--- src/rtl/core/cntsem_pkg.sv ---
package cntsem_pkg;

  // Default queue depth, one slot per task
  localparam int unsigned TaskSlotsDefault = 16;

  localparam int unsigned CountW  = 16;
  localparam int unsigned TaskW   = 4;
  localparam int unsigned WStateW = 4;

  localparam logic [CountW-1:0] CountMax = '1;

  typedef enum logic [1:0] {
    ACT_SIGNAL  = 2'd0,
    ACT_WAIT    = 2'd1,
    ACT_TRYWAIT = 2'd2,
    ACT_READ    = 2'd3
  } action_e;

  typedef enum logic [2:0] {
    ST_RAISED  = 3'd0,
    ST_WOKEN   = 3'd1,
    ST_GRANTED = 3'd2,
    ST_BLOCKED = 3'd3,
    ST_TRYFAIL = 3'd4,
    ST_READ    = 3'd5
  } status_e;

endpackage

--- src/rtl/core/counting_semaphore_fifo_wait.sv ---
// Counting semaphore with a FIFO of blocked task ids. A command is taken when
// start is high and busy is low; busy then stays high for one cycle while the
// head entry of the wait queue, read from a registered-read memory at the
// accept edge, is used to update count, pointers and queue. The result shows
// on the result ports with done_o for exactly one cycle, the cycle after that,
// and cannot be held off: capture it when done_o is high. A new command may be
// issued in that same cycle, but none is taken while one still executes, since
// each needs the queue memory read followed by the update. Writing cfg_data_i
// loads the count at once and leaves the queue untouched; cfg_ready_o is low
// while a command executes, and writes belong where no command is in flight.
module counting_semaphore_fifo_wait #(
  parameter int unsigned TASK_SLOTS = cntsem_pkg::TaskSlotsDefault
) (
  input  logic                           clk_i,
  input  logic                           rst_ni,
  // command channel
  input  logic                           start,
  output logic                           busy,
  input  logic [1:0]                     action_i,
  input  logic [cntsem_pkg::TaskW-1:0]   task_id_i,
  input  logic [cntsem_pkg::WStateW-1:0] wait_state_i,
  // result channel
  output logic                           done_o,
  output logic [2:0]                     status_o,
  output logic [cntsem_pkg::TaskW-1:0]   woken_task_o,
  output logic [cntsem_pkg::WStateW-1:0] blocked_state_o,
  output logic [cntsem_pkg::CountW-1:0]  count_value_o,
  output logic                           error_o,
  // initial count write channel
  input  logic                           cfg_valid_i,
  output logic                           cfg_ready_o,
  input  logic [cntsem_pkg::CountW-1:0]  cfg_data_i
);

  localparam int unsigned PtrW  = (TASK_SLOTS > 1) ? $clog2(TASK_SLOTS) : 1;
  localparam int unsigned FillW = $clog2(TASK_SLOTS + 1);
  localparam logic [PtrW-1:0]  PtrLast  = PtrW'(TASK_SLOTS - 1);
  localparam logic [FillW-1:0] FillFull = FillW'(TASK_SLOTS);

  typedef enum logic {
    IDLE,
    EXEC
  } state_e;

  state_e                           state_q;
  cntsem_pkg::action_e              act_q;
  logic [cntsem_pkg::TaskW-1:0]     task_q;
  logic [cntsem_pkg::WStateW-1:0]   wstate_q;
  logic [cntsem_pkg::CountW-1:0]    count_q, count_d;
  logic [PtrW-1:0]                  head_q, head_d;
  logic [PtrW-1:0]                  tail_q, tail_d;
  logic [FillW-1:0]                 fill_q, fill_d;

  cntsem_pkg::status_e              status_d, status_q;
  logic [cntsem_pkg::TaskW-1:0]     woken_d, woken_q;
  logic [cntsem_pkg::WStateW-1:0]   bstate_d, bstate_q;
  logic                             err_d, err_q;
  logic                             done_q;
  logic                             push;

  // wait queue memory, registered read of the head entry
  logic [cntsem_pkg::TaskW-1:0]     queue_mem [TASK_SLOTS];
  logic [cntsem_pkg::TaskW-1:0]     rd_data_q;

  always_ff @(posedge clk_i) begin
    if (push) begin
      queue_mem[tail_q] <= task_q;
    end
    rd_data_q <= queue_mem[head_q];
  end

  // action decode and update of count and queue pointers
  always_comb begin
    count_d  = count_q;
    head_d   = head_q;
    tail_d   = tail_q;
    fill_d   = fill_q;
    status_d = cntsem_pkg::ST_READ;
    woken_d  = '0;
    bstate_d = '0;
    err_d    = 1'b0;
    push     = 1'b0;
    unique case (act_q)
      cntsem_pkg::ACT_SIGNAL: begin
        if (fill_q != '0) begin
          woken_d  = rd_data_q;
          head_d   = (head_q == PtrLast) ? '0 : head_q + PtrW'(1);
          fill_d   = fill_q - FillW'(1);
          status_d = cntsem_pkg::ST_WOKEN;
        end else begin
          status_d = cntsem_pkg::ST_RAISED;
          if (count_q == cntsem_pkg::CountMax) begin
            err_d = 1'b1;
          end else begin
            count_d = count_q + cntsem_pkg::CountW'(1);
          end
        end
      end
      cntsem_pkg::ACT_WAIT: begin
        if (count_q != '0) begin
          count_d  = count_q - cntsem_pkg::CountW'(1);
          status_d = cntsem_pkg::ST_GRANTED;
        end else begin
          status_d = cntsem_pkg::ST_BLOCKED;
          if (fill_q == FillFull) begin
            err_d = 1'b1;
          end else begin
            push     = (state_q == EXEC);
            tail_d   = (tail_q == PtrLast) ? '0 : tail_q + PtrW'(1);
            fill_d   = fill_q + FillW'(1);
            bstate_d = wstate_q;
          end
        end
      end
      cntsem_pkg::ACT_TRYWAIT: begin
        if (count_q != '0) begin
          count_d  = count_q - cntsem_pkg::CountW'(1);
          status_d = cntsem_pkg::ST_GRANTED;
        end else begin
          status_d = cntsem_pkg::ST_TRYFAIL;
        end
      end
      cntsem_pkg::ACT_READ: begin
        status_d = cntsem_pkg::ST_READ;
      end
      default: begin
        status_d = cntsem_pkg::ST_READ;
      end
    endcase
  end

  // control state machine with registered results
  always_ff @(posedge clk_i or negedge rst_ni) begin
    if (!rst_ni) begin
      state_q  <= IDLE;
      act_q    <= cntsem_pkg::ACT_READ;
      task_q   <= '0;
      wstate_q <= '0;
      count_q  <= '0;
      head_q   <= '0;
      tail_q   <= '0;
      fill_q   <= '0;
      status_q <= cntsem_pkg::ST_READ;
      woken_q  <= '0;
      bstate_q <= '0;
      err_q    <= 1'b0;
      done_q   <= 1'b0;
    end else begin
      done_q <= 1'b0;
      unique case (state_q)
        IDLE: begin
          if (start) begin
            act_q    <= cntsem_pkg::action_e'(action_i);
            task_q   <= task_id_i;
            wstate_q <= wait_state_i;
            state_q  <= EXEC;
          end
        end
        EXEC: begin
          count_q  <= count_d;
          head_q   <= head_d;
          tail_q   <= tail_d;
          fill_q   <= fill_d;
          status_q <= status_d;
          woken_q  <= woken_d;
          bstate_q <= bstate_d;
          err_q    <= err_d;
          done_q   <= 1'b1;
          state_q  <= IDLE;
        end
        default: begin
          state_q <= IDLE;
        end
      endcase
      // initial count write loads the count directly, only while idle
      if (cfg_valid_i && cfg_ready_o) begin
        count_q <= cfg_data_i;
      end
    end
  end

  assign busy            = (state_q == EXEC);
  assign cfg_ready_o     = (state_q == IDLE);
  assign done_o          = done_q;
  assign status_o        = status_q;
  assign woken_task_o    = woken_q;
  assign blocked_state_o = bstate_q;
  assign count_value_o   = count_q;
  assign error_o         = err_q;

  // a result only follows a busy cycle
  a_done_after_busy: assert property (@(posedge clk_i) disable iff (!rst_ni)
    done_o |-> $past(busy))
    else $error("result without a command in flight");

  // queue fill never exceeds the depth
  a_fill_bound: assert property (@(posedge clk_i) disable iff (!rst_ni)
    fill_q <= FillFull)
    else $error("wait queue overfilled");

  // a woken task always pops one entry
  a_wake_pops: assert property (@(posedge clk_i) disable iff (!rst_ni)
    (done_o && status_o == cntsem_pkg::ST_WOKEN) |->
      (fill_q == $past(fill_q) - FillW'(1)))
    else $error("wake without queue pop");

  // a blocked wait flagged as error only when the queue is full
  a_block_err_full: assert property (@(posedge clk_i) disable iff (!rst_ni)
    (done_o && error_o && status_o == cntsem_pkg::ST_BLOCKED) |->
      (fill_q == FillFull))
    else $error("queue-full error with room left");

endmodule
--- config.mk ---
export PLATFORM = sky130hd
export DESIGN_NAME = counting_semaphore_fifo_wait
export DESIGN_NICKNAME = d
export VERILOG_FILES = /design/src/rtl/core/cntsem_pkg.sv /design/src/rtl/core/counting_semaphore_fifo_wait.sv
export SDC_FILE = /design/constraint.sdc
export NUM_CORES = 1
export LEC_CHECK = 0
export ABC_AREA = 1
export BUFFER_PORTS_ARGS = -buffer_cell sky130_fd_sc_hd__buf_4
export CAP_MARGIN = 5
export CORE_MARGIN = 3
export CORE_UTILIZATION = 30
export CTS_BUF_LIST = sky130_fd_sc_hd__clkbuf_4
export CTS_CLUSTER_DIAMETER = 30
export DETAILED_ROUTE_END_ITERATION = 7
export GPL_ROUTABILITY_DRIVEN = 1
export GPL_TIMING_DRIVEN = 0
export SLEW_MARGIN = 20
export SYNTH_ARGS = -nofsm -noshare
export SYNTH_HDL_FRONTEND = slang
export SYNTH_SLANG_ARGS = --single-unit
--- constraint.sdc ---
create_clock -name clk_i -period 3.3 [get_ports clk_i]
set_input_delay 0.495 -clock clk_i [delete_from_list [all_inputs] [get_ports clk_i]]
set_output_delay 0.495 -clock clk_i [all_outputs]
set_load 0.1 [all_outputs]
### Word level (Yosys, flattened, before mapping)

Memories as Yosys holds them, arrays and structs flattened. A register that Yosys moved wholly into a read port is not among the register bits.
Cells that the tools add are included.

* logic and storage cells: 83
* bits of input ports: 30
* flip-flop bits (word level): 53
* RAM bits: 64
* memories: 1
* output and inout bits: 31

* bitwise operators: 3
* muxes and demuxes: 34
* add/sub/neg operators: 6
* reduce and logical (&&, ||, !) cells: 13
* equal/unequal tests: 13

Memories
* queue_mem: depth 16, width 4, read ports 1, clocked after Yosys merged registers in 1, write ports 1, RTL line counting_semaphore_fifo_wait.sv:62 `logic [cntsem_pkg::TaskW-1:0] queue_mem [TASK_SLOTS];`

Operators by type and width (count)
* 16-bit 2-to-1 mux: 5
* 16-bit case mux with 2 select lines: 1
* 4-bit 2-to-1 mux: 7
* 16-bit by 1-bit adder with 16-bit output (second input constant): 1
* 16-bit equality test (second input constant): 1
* 16-bit nonzero test: 1
* 16-bit by 1-bit subtractor with 16-bit output (second input constant): 1
* 5-bit 2-to-1 mux: 3
* 1-bit 2-to-1 mux: 13
* 3-bit case mux with 4 select lines: 1
* 5-bit case mux with 2 select lines: 1
* 5-bit AND reduction: 2
* 4-bit by 1-bit adder with 4-bit output (second input constant): 2
* 4-bit equality test (second input constant): 2
* 2-bit inequality test (second input constant): 3
* 3-bit inequality test (second input constant): 2
* 5-bit by 1-bit adder with 5-bit output (second input constant): 1
* 5-bit equality test (second input constant): 1
* 5-bit nonzero test: 1
* 5-bit by 1-bit subtractor with 5-bit output (second input constant): 1
* 2-bit equality test (second input constant): 2
* 1-bit case mux with 2 select lines: 2
* 4-bit AND reduction: 1
* 2-bit nonzero test: 2
* 10 further kinds: 12

### Longest topological paths before layout

Gate-level depths: netlist of run 1.

* depth in word-level cells: 6
* gate-level depth with buffers: 14
* mapped depth without buffers: 14

### Least setup slack after synthesis of run 1

No wires, ideal clock.

* path kind: flip-flop to output port
* from: reg state_q (netlist: busy)
* to: out cfg_ready_o
* buffers on the path: 1
* setup slack: 0.712 ns
* cell stages (with the launch flop): 3
* arrival: 2.093 ns
* data required time: 2.805 ns
* cells stage by stage: dfrtp_1 -> inv_2 -> clkbuf_1

* cells in the longest elaborated chain, start to end: 1

RTL lines
* from (decl): RTL line counting_semaphore_fifo_wait.sv:45 `state_e state_q;`
* from (signal assigned): RTL line counting_semaphore_fifo_wait.sv:135 `state_q <= IDLE;`
* from (signal assigned): RTL line counting_semaphore_fifo_wait.sv:156 `state_q <= EXEC;`
* from (signal assigned): RTL line counting_semaphore_fifo_wait.sv:169 `state_q <= IDLE;`
* 1-bit inverter (no line)
* to (decl): RTL line counting_semaphore_fifo_wait.sv:31 `output logic cfg_ready_o,`

No other way between the ends.

### Final worst setup path of run 1

* from: reg act_q[1]
* to: reg count_q, in the netlist count_value_o[6]

* cells in the longest elaborated chain, start to end: 5
* elaborated cells between the ends (all ways): 12
* classes of those cells: 5 x eq/ne; 3 x mux; 4 x reduce/logical

RTL lines
* from (decl): RTL line counting_semaphore_fifo_wait.sv:46 `cntsem_pkg::action_e act_q;`
* from (signal assigned): RTL line counting_semaphore_fifo_wait.sv:136 `act_q <= cntsem_pkg::ACT_READ;`
* from (signal assigned): RTL line counting_semaphore_fifo_wait.sv:153 `act_q <= cntsem_pkg::action_e'(action_i);`
* 2-bit equality test or 2-bit by 1-bit equality test with 1-bit output (tied branches): RTL line counting_semaphore_fifo_wait.sv:83 `unique case (act_q)`
* 2-bit OR reduction (no line)
* 16-bit case mux with 2 select lines: RTL line counting_semaphore_fifo_wait.sv:83
* 16-bit 2-to-1 mux: RTL line counting_semaphore_fifo_wait.sv:150 `unique case (state_q)`
* 16-bit 2-to-1 mux: RTL line counting_semaphore_fifo_wait.sv:176 `if (cfg_valid_i && cfg_ready_o) begin`
* to (signal assigned): RTL line counting_semaphore_fifo_wait.sv:160 `count_q <= count_d;`
* to (signal assigned): RTL line counting_semaphore_fifo_wait.sv:177 `count_q <= cfg_data_i;`
* to (decl): RTL line counting_semaphore_fifo_wait.sv:49 `logic [cntsem_pkg::CountW-1:0] count_q, count_d;`

Parallel ways exist; a longest one is shown, timed or not. The select of a mux whose other input is x is not followed.
A chain may end at the register's enable or synchronous reset.

==> flow_summary_export.csv, run 1 <==
group,metric,value,unit
outcome,status,"finished clean",
grt,antenna_found_initial,1,
critical_path,crit_path_end_kind,"flop",
timing,finClkSkew,25.1,ps
timing,slew_viol_final,0,
synth,avgSynthCellArea,8.80,µm²
power,p_leak,3.30,nW
critical_path,cp-start-kind,"flop",
placement,dp_hpwl,11300,µm
grt,grtUsageTotal,0.145,
drt,drt-pass1-iter-count,6,
timing,fmax,337,MHz
timing,maxSlewHeadroom,0.464,
synth,synth_area_leaders,"edfxtp_1 (31%), dfrtp_1 (20%), nand2_1 (11%), ha_1 (5.6%), nor2_1 (5.4%)",
synth,syn-num-nets,773,
die,dieArea,22700,µm²
timing,fin_crit,2970,ps
drt,wire_per_inst,14.5,µm
cts,cts_resized,0,
cts,htreeDepth,4,
timing,layout_worst_path_cycle_share,0.899,
drt,drt.antenna.violating_nets,0,
placement,place_congestion,0.857,
layout,fin_cells,1077,
die,core-area,20400,µm²
synth,synthTopCellsByCount,"nand2_1 (188), nor2_1 (91), inv_1 (72)",
synth,ys_seq_area_frac,0.531,
cts,cts_root_buffer,"clkbuf_4",
power,power.density,892,nW/µm²
drt,drc,0,
critical_path,cp_cell_sequence,"inv_1 -> ha_1 -> ha_1 -> nand2_1 -> inv_1 -> nand2_1 -> nand3_1 -> or2_2 -> nand3_1 -> nand2_1 -> nand2_1 -> nand2_1",
synth,synth_cells,713,
layout,drive_gt1_frac,0.149,
cts,cts_buffers,17,
grt,grt_pass1_wl,25400,µm
drt,vias,4995,
layout,nNetsFinal,853,
drt,finalWirelength,15600,µm
die,io-pin-count,61,
flow_run,maxCapViolCount,0,
cts,insertion_delay,550,ps
critical_path,required,3760,ps
die,rows,52,
layout,finalInstanceArea,7360,µm²
critical_path,arrival,3420,ps
synth,ys.flop_type,"edfxtp_1",
placement,io_buffer_count,60,
die,die_w,151,µm
drt,via_per_inst,4.64,
cts,clock_sinks,121,
layout,fillerInstances,2095,
synth,synth_cell_types,36,
grt,grt_pass1_vias,4970,
power,ir_drop,0.472,mV
synth,ys_async_sr_fraction,0.438,
grt,use_met3,0.0322,
synth,synth_top_area_cell,"edfxtp_1",
synth,yosysWarnings,0,
grt,use_met2,0.231,
grt,grt_max_degree,54,
timing,setup_slack,334,ps
placement,placed_area,7060,µm²
critical_path,cp_max_fo,20,
cts,clk_pin_slew,130,ps
placement,post-place-ws,337,ps
critical_path,crit_path_frequent_cell,"nand2_1",
timing,hold_violations,0,
grt,gr-total-overflow,0,
synth,ys_seq_elements,121,
timing,tightest_slew,803,ps
cts,cts_tree,"built",
timing,finalSetupViolations,0,
layout,area_delta_synth_final,17.3,%
critical_path,cpPeakStageDelay,820,ps
synth,syn_area,6270,µm²
timing,final.setup.tns,0,ps
synth,synth_most_common_cell,"nand2_1",
critical_path,path_class,"reg -> reg",
grt,gr-max-usage-layer,"met2",
synth,yosysTopAreaCellShare,0.306,
cts,clock_path_buffers,2,
timing,rsz0062_at_grt,"false",
placement,dp_cells,1043,
hold_path,hold_path_class,"in -> reg",
die,initial_core_util,0.308,
drt,drtIter0Drc,251,
die,chipHeight,151,µm
grt,grt_util_met1,0.194,
critical_path,worst_path_max_delay_cell,"ha_1",
synth,synth_edf_count,64,
[path summary, 6_finish.rpt]
kind                       cells after the start         start  slack, ps          endpoint
setup / recovery                              12      act_q[1]        330  count_value_o[6]
hold / removal                                 3  task_id_i[2]        150         task_q[2]
setup reg to reg                              12      act_q[1]        330  count_value_o[6]
hold reg to reg                                1  rd_data_q[1]        460   woken_task_o[1]
max in group asynchronous                      2        rst_ni       2240       wstate_q[1]
min in group asynchronous                      2        rst_ni        540         head_q[1]
[metrics by stage]
| step | hold slack (ps) | total power, mW | util |
|---|---|---|---|
| 2_1_floorplan | 199 | 4.68 | - |
| 3_3_place_gp | 430 | 5.50 | 0.347 |
| 3_5_place_dp | 431 | 5.53 | 0.347 |
| 4_1_cts | 77.4 | 6.62 | 0.361 |
| 5_1_grt | 122 | 7.10 | 0.361 |
| 6_report | 148 | 6.57 | 0.361 |
[final cells by class]
type	instances	area [µm²]	area share
antenna	1	2.50	0.000340
buffer	17	83.8	0.0114
clock buffer	18	135	0.0184
clock inverter	14	148	0.0201
inverter	77	289	0.0393
multi-input combinational	498	2570	0.349
sequential	121	3330	0.453
tap	270	338	0.0459
timing repair buffer	61	460	0.0626
[metal layers]
layer / vias up / wire, µm / part of all wire
li1: 2527 / - / -
met1: 2358 / 7430 / 0.48
met3: 17 / 644 / 0.041
met5: - / 0 / 0
met2: 93 / 7250 / 0.46
met4: 0 / 270 / 0.017
[kinds of logic (layout without fill, tap and decap cells)]
group | after synthesis | count (layout) | synth area share
compound gates | 105 | 105 | 0.0959
xor+xnor | 11 | 11 | 0.0154
fa+ha+maj | 30 | 30 | 0.0622
buf+inv | 94 | 187 | 0.0594
flops | 121 | 121 | 0.531
mux | 3 | 3 | 0.00479
other cells | 0 | 1 | 0
simple gates | 349 | 349 | 0.231
[power by group]
part | leakage [nW] | internal [mW] | switching (mW)
sequential | 1.27 | 1.83 | 0.282
combinational | 1.87 | 1.00 | 2.38
clock | 0.157 | 0.465 | 0.605
[repair_timing]
action	CTS	global route
hold buffers	1	0
endpoints found under the hold margin	33	0
buffers inserted	0	0
[state kept, by name, indices dropped and copies added, names as in the netlist, 2 cells and up]
name,cells
status_o,3
count_value_o,16
blocked_state_o,4
tail_q,4
wstate_q,4
act_q,2
woken_task_o,4
task_q,4
queue_mem,64
head_q,4
rd_data_q,4
fill_q,5
[worst max-delay path: cells and delay by family, from the launching register on]
family | cells | cell delay [ps]
adder cells (fa/ha/maj) | 2 | 1240
buffers and inverters | 2 | 140
AND/OR/NAND/NOR | 8 | 940
flip-flops | 1 | 570
[placed cells by master (no fill, tap or decap), drive strengths merged, types with 2 or more instances in the layout]
cell / n
a21oi: 17
a22o: 5
and2: 3
buf: 67
bufinv: 2
clkbuf: 28
clkinv: 5
dfrtp: 49
dfstp: 4
dfxtp: 4
edfxtp: 64
fa: 2
ha: 28
inv: 83
mux2i: 3
nand2: 195
nand3: 50
nand3b: 2
nand4: 4
nor2: 92
o211ai: 4
o21a: 2
o21ai: 61
o221ai: 6
o22ai: 10
or2: 2
xnor2: 5
xor2: 6
Note: power is estimated with default switching activity, not from simulation.
==> run 2: changes to the inputs <==
--- a/config.mk
+++ b/config.mk
@@ -8,6 +8,7 @@
 export ABC_AREA = 1
 export BUFFER_PORTS_ARGS = -buffer_cell sky130_fd_sc_hd__buf_4
 export CAP_MARGIN = 5
+export CORE_ASPECT_RATIO = 1.2
 export CORE_MARGIN = 3
 export CORE_UTILIZATION = 30
 export CTS_BUF_LIST = sky130_fd_sc_hd__clkbuf_4
==> flow_summary_export.csv, run 2 (synthesis results as in run 1) <==
group,metric,value,unit
die,core-area,20400,µm²
placement,place_congestion,0.856,
grt,grtUsageTotal,0.139,
drt,drt-pass1-iter-count,4,
critical_path,cp-start-kind,"flop",
timing,finClkSkew,27.2,ps
timing,fmax,334,MHz
cts,clock_path_buffers,2,
timing,finalSetupViolations,0,
timing,rsz0062_at_grt,"false",
cts,clock_sinks,121,
placement,io_buffer_count,60,
timing,final.setup.tns,0,ps
cts,cts_root_buffer,"clkbuf_4",
cts,cts_resized,0,
die,dieArea,22700,µm²
critical_path,path_class,"reg -> reg",
layout,fillerInstances,2180,
drt,drt.antenna.violating_nets,0,
drt,finalWirelength,15400,µm
die,rows,57,
layout,area_delta_synth_final,16.6,%
cts,insertion_delay,540,ps
cts,htreeDepth,4,
drt,wire_per_inst,14.4,µm
layout,nNetsFinal,853,
drt,drc,0,
layout,layout_common_cells,"nand2_1 (188), nor2_1 (91), inv_1 (72)",
timing,slew_viol_final,0,
grt,grt_pass1_vias,4897,
cts,cts_hold_buffers,1,
cts,cts_tree,"built",
drt,vias,4911,
power,power.density,881,nW/µm²
grt,gr-total-overflow,0,
timing,tightest_slew,750,ps
layout,drive_gt1_frac,0.149,
layout,finalInstanceArea,7310,µm²
grt,grt_max_degree,54,
hold_path,hold_path_class,"in -> reg",
die,die_w,138,µm
cts,cts_setup_buffers,0,
timing,layout_worst_path_cycle_share,0.906,
critical_path,required,3750,ps
power,ir_drop,0.640,mV
cts,cts_buffers,17,
cts,clk_pin_slew,100,ps
critical_path,arrival,3440,ps
power,p_leak,3.28,nW
die,chipHeight,164,µm
layout,largest_register_ffs,64,
grt,grt_pass1_wl,24800,µm
critical_path,crit_path_end_kind,"flop",
timing,maxSlewHeadroom,0.500,
drt,via_per_inst,4.58,
timing,hold_violations,0,
flow_run,maxCapViolCount,0,
grt,antenna_found_initial,1,
outcome,status,"finished clean",
critical_path,cp_max_fo,20,
layout,top_register,"queue_mem",
die,io-pin-count,61,
drt,drtIter0Drc,273,
placement,placed_area,7060,µm²
placement,dp_hpwl,11300,µm
timing,fin_crit,2990,ps
die,initial_core_util,0.308,
layout,final_common_cell,"nand2_1",
[run 2: cell count changes in the layout (fill, tap and decap cells not counted), sizes merged]
cell,before,now
bufinv,2,1
clkbuf,28,32
clkinv,5,6
clkinvlp,1,3
inv,83,77
[run 2: worst paths after layout]
path	endpoint	depth (start not counted)	from	slack, ps
worst max-delay path	count_value_o[13]	11	act_q[0]	310
worst min-delay path	task_q[3]	3	task_id_i[3]	160
worst max register to register	count_value_o[13]	11	act_q[0]	310
worst min register to register	woken_task_o[2]	1	rd_data_q[2]	460
max in group asynchronous	blocked_state_o[0]	2	rst_ni	2220
min in group asynchronous	head_q[0]	2	rst_ni	520
[run 2: metrics by stage]
stage	utilization	hold WS, ps	total power [mW]	instances	setup slack [ps]
final	0.359	163	6.44	1072	309
after floorplan	-	199	4.68	713	712
after global routing	0.359	113	6.96	1072	141
after detailed placement	0.346	433	5.53	1038	318
after CTS	0.358	115	6.50	1071	309
after global placement	0.346	431	5.49	1038	332
[run 2: cell type report]
class	count	area, µm²	share of cell area
Antenna cell	1	2.50	0.000342
Buffer	17	83.8	0.0115
Clock buffer	22	165	0.0226
Clock inverter	10	81.3	0.0111
Inverter	77	289	0.0395
Multi-Input combinational cell	498	2570	0.351
Sequential cell	121	3330	0.456
Tap cell	265	332	0.0453
Timing Repair Buffer	61	460	0.0629
[run 2: critical path: stages (launching register included)]
cell and delay [ps]:
dfstp_2 570, inv_1 80, ha_1 770, ha_1 430, or2_2 320, nand3_1 110
nand2_1 140, nand2_1 120, nand2_1 60, nand2_1 60, nand3_1 90, a21oi_1 180
[run 2: power by group]
group,total (mW),internal [mW],switching [mW]
clock,0.954,0.406,0.549
combinational,3.38,1.00,2.38
sequential,2.10,1.83,0.272
total,6.44,3.24,3.21
[run 2: routing by layer]
layer / vias up / GRT usage / wire [µm]
met1: 2254 / 0.164 / 6710
met4: 0 / 0.0539 / 308
met5: - / 0 / 0
met2: 108 / 0.243 / 7700
li1: 2526 / - / -
met3: 23 / 0.0350 / 688
